===== src/rtl/mieu_pkg.sv =====
// shared types and codes for the integer execute unit
package mieu_pkg;

	localparam logic [1:0] FMT_R = 2'd0;
	localparam logic [1:0] FMT_I = 2'd1;
	localparam logic [1:0] FMT_J = 2'd2;

	localparam logic [1:0] ST_OK   = 2'd0;
	localparam logic [1:0] ST_OVF  = 2'd1;
	localparam logic [1:0] ST_DIV0 = 2'd2;
	localparam logic [1:0] ST_UNK  = 2'd3;

	// r-type funct codes
	localparam logic [5:0] F_SLL   = 6'd0;
	localparam logic [5:0] F_SRL   = 6'd2;
	localparam logic [5:0] F_SRA   = 6'd3;
	localparam logic [5:0] F_SLLV  = 6'd4;
	localparam logic [5:0] F_SRLV  = 6'd6;
	localparam logic [5:0] F_SRAV  = 6'd7;
	localparam logic [5:0] F_JR    = 6'd8;
	localparam logic [5:0] F_JALR  = 6'd9;
	localparam logic [5:0] F_MFHI  = 6'd16;
	localparam logic [5:0] F_MTHI  = 6'd17;
	localparam logic [5:0] F_MFLO  = 6'd18;
	localparam logic [5:0] F_MTLO  = 6'd19;
	localparam logic [5:0] F_MULT  = 6'd24;
	localparam logic [5:0] F_MULTU = 6'd25;
	localparam logic [5:0] F_DIV   = 6'd26;
	localparam logic [5:0] F_DIVU  = 6'd27;
	localparam logic [5:0] F_ADD   = 6'd32;
	localparam logic [5:0] F_ADDU  = 6'd33;
	localparam logic [5:0] F_SUB   = 6'd34;
	localparam logic [5:0] F_SUBU  = 6'd35;
	localparam logic [5:0] F_AND   = 6'd36;
	localparam logic [5:0] F_OR    = 6'd37;
	localparam logic [5:0] F_XOR   = 6'd38;
	localparam logic [5:0] F_NOR   = 6'd39;
	localparam logic [5:0] F_SLT   = 6'd42;
	localparam logic [5:0] F_SLTU  = 6'd43;

	// i-type and j-type opcodes
	localparam logic [5:0] OP_J     = 6'd2;
	localparam logic [5:0] OP_JAL   = 6'd3;
	localparam logic [5:0] OP_BEQ   = 6'd4;
	localparam logic [5:0] OP_BNE   = 6'd5;
	localparam logic [5:0] OP_ADDI  = 6'd8;
	localparam logic [5:0] OP_ADDIU = 6'd9;
	localparam logic [5:0] OP_SLTI  = 6'd10;
	localparam logic [5:0] OP_SLTIU = 6'd11;
	localparam logic [5:0] OP_ANDI  = 6'd12;
	localparam logic [5:0] OP_ORI   = 6'd13;
	localparam logic [5:0] OP_XORI  = 6'd14;
	localparam logic [5:0] OP_LUI   = 6'd15;
	localparam logic [5:0] OP_LB    = 6'd32;
	localparam logic [5:0] OP_LH    = 6'd33;
	localparam logic [5:0] OP_LW    = 6'd35;
	localparam logic [5:0] OP_LBU   = 6'd36;
	localparam logic [5:0] OP_LHU   = 6'd37;
	localparam logic [5:0] OP_SB    = 6'd40;
	localparam logic [5:0] OP_SH    = 6'd41;
	localparam logic [5:0] OP_SW    = 6'd43;

	// multiply/divide request into the shared unit
	typedef struct packed {
		logic        start;
		logic        is_div;
		logic        signed_op;
		logic [31:0] a;
		logic [31:0] b;
	} md_req_t;

	typedef struct packed {
		logic        done;
		logic [31:0] hi;
		logic [31:0] lo;
	} md_rsp_t;

endpackage


===== src/rtl/mieu_muldiv.sv =====
// iterative shift-add multiplier and restoring divider with a 33-bit add and a 33-bit trial subtract
module mieu_muldiv
	import mieu_pkg::*;
(
	input  logic    clk,
	input  logic    arst_n,
	input  md_req_t req,
	output md_rsp_t rsp
);

	logic        busy_q;
	logic [5:0]  cnt_q;
	logic        div_q;
	logic        neg_q_q;
	logic        neg_r_q;
	logic [31:0] acc_q;
	logic [31:0] sh_q;
	logic [31:0] m_q;
	logic        done_q;
	logic [31:0] hi_q;
	logic [31:0] lo_q;

	logic [31:0] a_abs;
	logic [31:0] b_abs;
	logic [32:0] sum;
	logic [32:0] trial;
	logic [63:0] prod;
	logic [63:0] prod_fix;

	always_comb begin
		a_abs = (req.signed_op && req.a[31]) ? (32'd0 - req.a) : req.a;
		b_abs = (req.signed_op && req.b[31]) ? (32'd0 - req.b) : req.b;
	end

	// separate add and trial-subtract paths: accumulate for multiply, trial subtract for divide
	always_comb begin
		sum   = {1'b0, acc_q} + {1'b0, (sh_q[0] ? m_q : 32'd0)};
		trial = {acc_q, sh_q[31]} - {1'b0, m_q};
		prod  = {acc_q, sh_q};
		prod_fix = neg_q_q ? (64'd0 - prod) : prod;
	end

	always_ff @(posedge clk or negedge arst_n) begin
		if (!arst_n) begin
			busy_q <= 1'b0;
			cnt_q  <= '0;
			done_q <= 1'b0;
		end else begin
			done_q <= 1'b0;
			if (req.start) begin
				busy_q <= 1'b1;
				cnt_q  <= 6'd32;
			end else if (busy_q) begin
				if (cnt_q == 6'd0) begin
					busy_q <= 1'b0;
					done_q <= 1'b1;
				end else begin
					cnt_q <= cnt_q - 6'd1;
				end
			end
		end
	end

	always_ff @(posedge clk) begin
		if (req.start) begin
			div_q   <= req.is_div;
			acc_q   <= '0;
			sh_q    <= a_abs;
			m_q     <= b_abs;
			neg_q_q <= req.signed_op && (req.a[31] ^ req.b[31]);
			neg_r_q <= req.signed_op && req.a[31];
		end else if (busy_q && cnt_q != 6'd0) begin
			if (div_q) begin
				if (!trial[32]) begin
					acc_q <= trial[31:0];
					sh_q  <= {sh_q[30:0], 1'b1};
				end else begin
					acc_q <= {acc_q[30:0], sh_q[31]};
					sh_q  <= {sh_q[30:0], 1'b0};
				end
			end else begin
				acc_q <= sum[32:1];
				sh_q  <= {sum[0], sh_q[31:1]};
			end
		end else if (busy_q) begin
			if (div_q) begin
				lo_q <= neg_q_q ? (32'd0 - sh_q) : sh_q;
				hi_q <= neg_r_q ? (32'd0 - acc_q) : acc_q;
			end else begin
				hi_q <= prod_fix[63:32];
				lo_q <= prod_fix[31:0];
			end
		end
	end

	assign rsp.done = done_q;
	assign rsp.hi   = hi_q;
	assign rsp.lo   = lo_q;

endmodule


===== config.mk =====
export PLATFORM = sky130hd
export DESIGN_NAME = mieu_muldiv
export DESIGN_NICKNAME = d
export VERILOG_FILES = /design/src/rtl/mieu_pkg.sv /design/src/rtl/mieu_muldiv.sv
export SDC_FILE = /design/constraint.sdc
export NUM_CORES = 1
export LEC_CHECK = 0
export ABC_CLOCK_PERIOD_IN_PS = 9660
export BUFFER_PORTS_ARGS = -buffer_cell sky130_fd_sc_hd__buf_2
export CORE_MARGIN = 2
export CORE_UTILIZATION = 50
export DETAILED_ROUTE_END_ITERATION = 8
export PLACE_DENSITY = 0.69
export SLEW_MARGIN = 40
export SYNTH_ARGS = -nofsm -noshare
export SYNTH_HDL_FRONTEND = slang
export SYNTH_SLANG_ARGS = --single-unit

===== constraint.sdc =====
create_clock -name clk -period 9.66 [get_ports clk]
set_input_delay 0.966 -clock clk [delete_from_list [all_inputs] [get_ports clk]]
set_output_delay 0.966 -clock clk [all_outputs]
set_load 0.05 [all_outputs]

After elaboration in Yosys (flattened, before gate mapping). Cells that the tools add are included.

$add $sub $neg: 8. Equal/unequal tests: 1. Multiplexer cells: 23. Bitwise operators: 3. Reduce and logical (&&, ||, !) cells: 10.

Operator list (number): $mux 32 (12); $sub 1x32->32 const A (4); $mux 64 (1); $sub 1x64->64 const A (1); $add 32x32->33 (1); $sub 33x32->33 (1); $mux 6 (3); $mux 1 (7); $logic_not 6->1 (1); $reduce_bool 6->1 (1); $sub 6x1->6 const B (1); $logic_and 1x1->1 (4); $reduce_bool 2->1 (2); $reduce_and 3->1 (1); $ne 2x2->1 const B (1); $not 1->1 (2); $reduce_and 2->1 (1); $xor 1x1->1 (1).

Register bits after elaboration: 171. Logic and storage cells: 56.

Depth between registers and ports, before layout.
Depth in word-level cells: 5. Mapped depth: 13. Gate-level depth less buffers: 11.

Least setup slack after synthesis. No wires, ideal clock.

Path kind: input to register. From: input req[66] in the netlist's numbering. To: register hi_q[0], enable pin. Arrival time: 6.061 ns. Slack: 3.021 ns. Cell stages on the path: 3. Path through: clkbuf_1 -> clkbuf_1 -> nor3b_1.

Cells in the longest elaborated chain, start to end: 2.

RTL lines: start: declaration (line mieu_muldiv.sv:7) `input md_req_t req,`; $not 1->1 (no line); $reduce_and 3->1 (no line); end signal: assignment (line mieu_muldiv.sv:88) `hi_q <= neg_r_q ? (32'd0 - acc_q) : acc_q;`; end signal: assignment (line mieu_muldiv.sv:90) `hi_q <= prod_fix[63:32];`; end: declaration (line mieu_muldiv.sv:20) `logic [31:0] hi_q;`.

Every way passes these cells. A chain may end at the register's enable or synchronous reset.

Final worst setup path.
From: register sh_q[31]. To: register acc_q[6].

Cells in the longest elaborated chain, start to end: 3.

RTL lines: start: declaration (line mieu_muldiv.sv:17) `logic [31:0] sh_q;`; start signal: assignment (line mieu_muldiv.sv:68) `sh_q <= a_abs;`; start signal: assignment (line mieu_muldiv.sv:76) `sh_q <= {sh_q[30:0], 1'b1};`; start signal: assignment (line mieu_muldiv.sv:79) `sh_q <= {sh_q[30:0], 1'b0};`; $sub 33x32->33 (line mieu_muldiv.sv:38) `trial = {acc_q, sh_q[31]} - {1'b0, m_q};`; $mux 32 (line mieu_muldiv.sv:74) `if (!trial[32]) begin`; $mux 32 (line mieu_muldiv.sv:73) `if (div_q) begin`; end signal: assignment (line mieu_muldiv.sv:75) `acc_q <= trial[31:0];`; end signal: assignment (line mieu_muldiv.sv:78) `acc_q <= {acc_q[30:0], sh_q[31]};`; end signal: assignment (line mieu_muldiv.sv:82) `acc_q <= sum[32:1];`; end: declaration (line mieu_muldiv.sv:16) `logic [31:0] acc_q;`.

Every way passes these cells.

==> metrics.md <==
| Metric | Value |
|---|---|
| Critical Path Source | sh_q[31] |
| Worst-margin pin slew | 0.8669 ns |
| R2R Setup Slk | 5.57 ns |
| H-tree depth | 4 |
| Vias in the first global route | 11364 |
| Global-route wire length before repair | 61150 um |
| Worst vdd ir | 0.0001237 V |
| Die width | 166.7 um |
| Crit-path cells | inv_1 > ha_1 > fa_1 > nand2b_1 > a21oi_1 > o21ai_2 > o41ai_4 > a311o_1 > and2_1 > buf_4 > mux2i_1 > a221oi_1 |
| Critical Path Sink Type | register |
| Relative slew slack | 40.71% |
| RR Endpoint | acc_q[6] |
| Startpoint class of the critical path | register |
| Die area | 27780 sq um |
| Clock Skews | 0.01327 ns |
| Setup Viol. Count Final | 0 |
| Worst-path maximum fanout | 31 |
| Hold Vio Cnt, Final | 0 |
| CP Class | reg2reg |
| Grt ovf | 0 |
| Critical-path top delay cell | o41ai_4 |
| Placed Cells | 1902 |
| Yosys warns | 0 |
| Clock tree sinks | 171 |
| Fillcell total | 2393 |
| Multi-input gate area | 7971 sq um |
| Worst Reg-to-Reg Cells | 12 |
| Max Clock Freq | 244.3 MHz |
| DR iter-0 viols | 1372 |
| Post-layout nets | 1728 |
| Cell area power density | 270.9 nW/um^2 |
| Post-synth cell types | 73 |
| Maximum clock path buffer count | 2 |
| Number of flops mapped to enable cells by yosys | 131 |
| Critical R2R Launch | sh_q[31] |
| Inserted Clock Buffers | 17 |
| Outcome | complete, no violations |
| Row count | 59 |
| RSZ-0062 raised after global routing | no |
| Area delta synth->final | 11.23% |
| Critical Path RT | 9.99 ns |
| Antenna violations before repair | 0 |
| Synth Cell Area | 13230 sq um |
| Diode count | 0 |
| PostCTS Resize Cnt | 0 |
| Seq. cell area | 4775 sq um |
| FFs w/ async S/R, synth | 4.678% |
| Worst setup path end | acc_q[6] |
| Final HPWL DP | 29630 um |
| Max cap viols | 0 |
| Initial core utilization | 50.92% |
| Mean post-synth cell area | 8.862 sq um |
| PortBufs | 133 |
| LEAKAGE | 6.041 nW |
| CTS Hold Bufs | 0 |
| Routability cong. | 0.9538 |
| IO Pins | 134 |
| Pre-Repair DR Iteration Count | 8 |
| DRT antenna net count | 0 |
| Final Util | 56.64% |
| Worst skew pair latency | 0.44 ns |
| Largest net degree at the start of global routing | 66 |
| Post-synthesis sequential area ratio | 36.09% |
| Root Buffer | clkbuf_16 |
| Fin area | 14720 sq um |
| Synthesized net count | 1634 |
| CP max stage delay | 0.51 ns |
| Final non-filler cell total | 1935 |
| Vias per cell | 6.245 |
| Min Tclk post-route | 4.094 ns |
| DRC viols | 0 |
| Layout cells sized above 1 | 12.81% |
| Most frequent cells in the layout | a21oi_1 (149), nand2_1 (135), buf_2 (132), edfxtp_1 (131), nor2_1 (113) |
| Leading cell type in the layout, fill and taps excluded | a21oi_1 |
| Avg WL per Cell | 20.23 um |
| Most used DFF post-synth | edfxtp_1 |
| Vias | 12085 |
| CTS tree | built |
| Setup Buffers After CTS | 0 |
| Max Transition Viols Final | 0 |
| Die H | 166.7 um |
| Drt total wl | 39140 um |
| Gr usage total | 27.66% |
| Setup TNS | 0 ns |
| Critical Path AT | 4.42 ns |
| Reg clk slew, reported paths | 0.08 ns |
| Yosys reg bits | 171 |
| Class of the worst hold path | in2async |
| Cells after synthesis | 1493 |
| Post-DP Area | 14130 sq um |
| Core ar. | 25980 sq um |
| Fin crit share | 42.38% |
==> metal layers <==
layer / share of wire, % / track usage [%]
met1: 43 / 38.30
met5: 0 / 0
met2: 45 / 44.20
met3: 8.8 / 4.301
met4: 2.9 / 9.708
==> critical path: cells and delay by family, from the launching register on <==
kind / cells / cell delay (ns)
buf+inv: 2 / 0.53
flops: 1 / 0.41
simple gates: 2 / 0.42
compound gates: 5 / 1.84
mux: 1 / 0.14
fa+ha+maj: 2 / 0.62
==> registers in the layout, indices dropped and copies added, names as in the netlist <==
name	count
m_q	32
lo_q	32
sh_q	32
done_q	1
hi_q	32
cnt_q	6
div_q	1
busy_q	1
neg_q_q	1
neg_r_q	1
acc_q	32
==> where the power goes <==
part	leakage (nW)	switching [mW]	internal [mW]
Sequential	1.63	0.275	0.996
Combinational	4.14	1.25	0.780
Clock	0.271	0.344	0.344
==> cells by family (layout without fill, tap and decap cells) <==
| kind of cell | Yosys count | in the layout | synth area share, % |
|---|---|---|---|
| compound gates | 465 | 465 | 22.31 |
| xor+xnor | 170 | 170 | 11.25 |
| fa+ha+maj | 72 | 72 | 6.922 |
| buf+inv | 129 | 236 | 3.820 |
| flops | 171 | 171 | 36.09 |
| mux | 41 | 41 | 3.111 |
| simple gates | 445 | 445 | 16.50 |
==> final cells by class <==
type	instances	area share [%]
flip-flops and latches	171	32.44
repair buffers	144	5.109
clock inverters	15	1.020
well taps	335	2.848
multi-input cells	1193	54.16
clock buffers	17	2.890
inverters	60	1.530
==> metrics by stage <==
step / total power, mW / hold WS (ns) / setup slack [ns]
4_1_cts: 3.937 / 0.3485 / 5.634
6_report: 3.988 / 0.3511 / 5.566
2_1_floorplan: 2.695 / 0.4798 / 3.021
5_1_grt: 4.216 / 0.3537 / 5.308
3_5_place_dp: 3.245 / 0.5128 / 5.665
3_3_place_gp: 3.228 / 0.4983 / 5.850
==> synth_stat cells, drive strengths merged (13+ instances only) <==
cell      n  area, sq um
nand2   135        506.7
nand3    27        140.1
or3      21        138.9
a221oi   17        148.9
dfxtp    32        640.6
inv      59        221.5
a21oi   150        754.5
clkbuf   59        221.5
a21o     34        255.2
nor3     25        136.4
or4      13        108.9
ha       70        875.8
edfxtp  131         3934
o21ai   107        539.3
mux2i    40        400.4
nor2b    14        87.58
xor2     69        604.3
nor2    115        431.7
xnor2   101        884.6
nor4     20        131.4
a31oi    16        100.1
o31ai    19        142.6
o41ai    17        167.7
nand2b   14        87.58
nand4    15        93.84
a211oi   26        195.2
==> worst min path at each step <==
stage / slack [ns] / cells after the start / endpoint / start
2_1_floorplan: 0.48 / 0 / lo_q[0] / sh_q[0]
3_3_place_gp: 0.50 / 2 / cnt_q[5] / cnt_q[5]
3_5_place_dp: 0.51 / 2 / cnt_q[5] / cnt_q[5]
4_1_cts: 0.35 / 1 / cnt_q[1] / arst_n
5_1_grt: 0.35 / 1 / cnt_q[1] / arst_n
6_report: 0.35 / 1 / cnt_q[1] / arst_n
No activity file was read; power rests on OpenSTA's default activity.
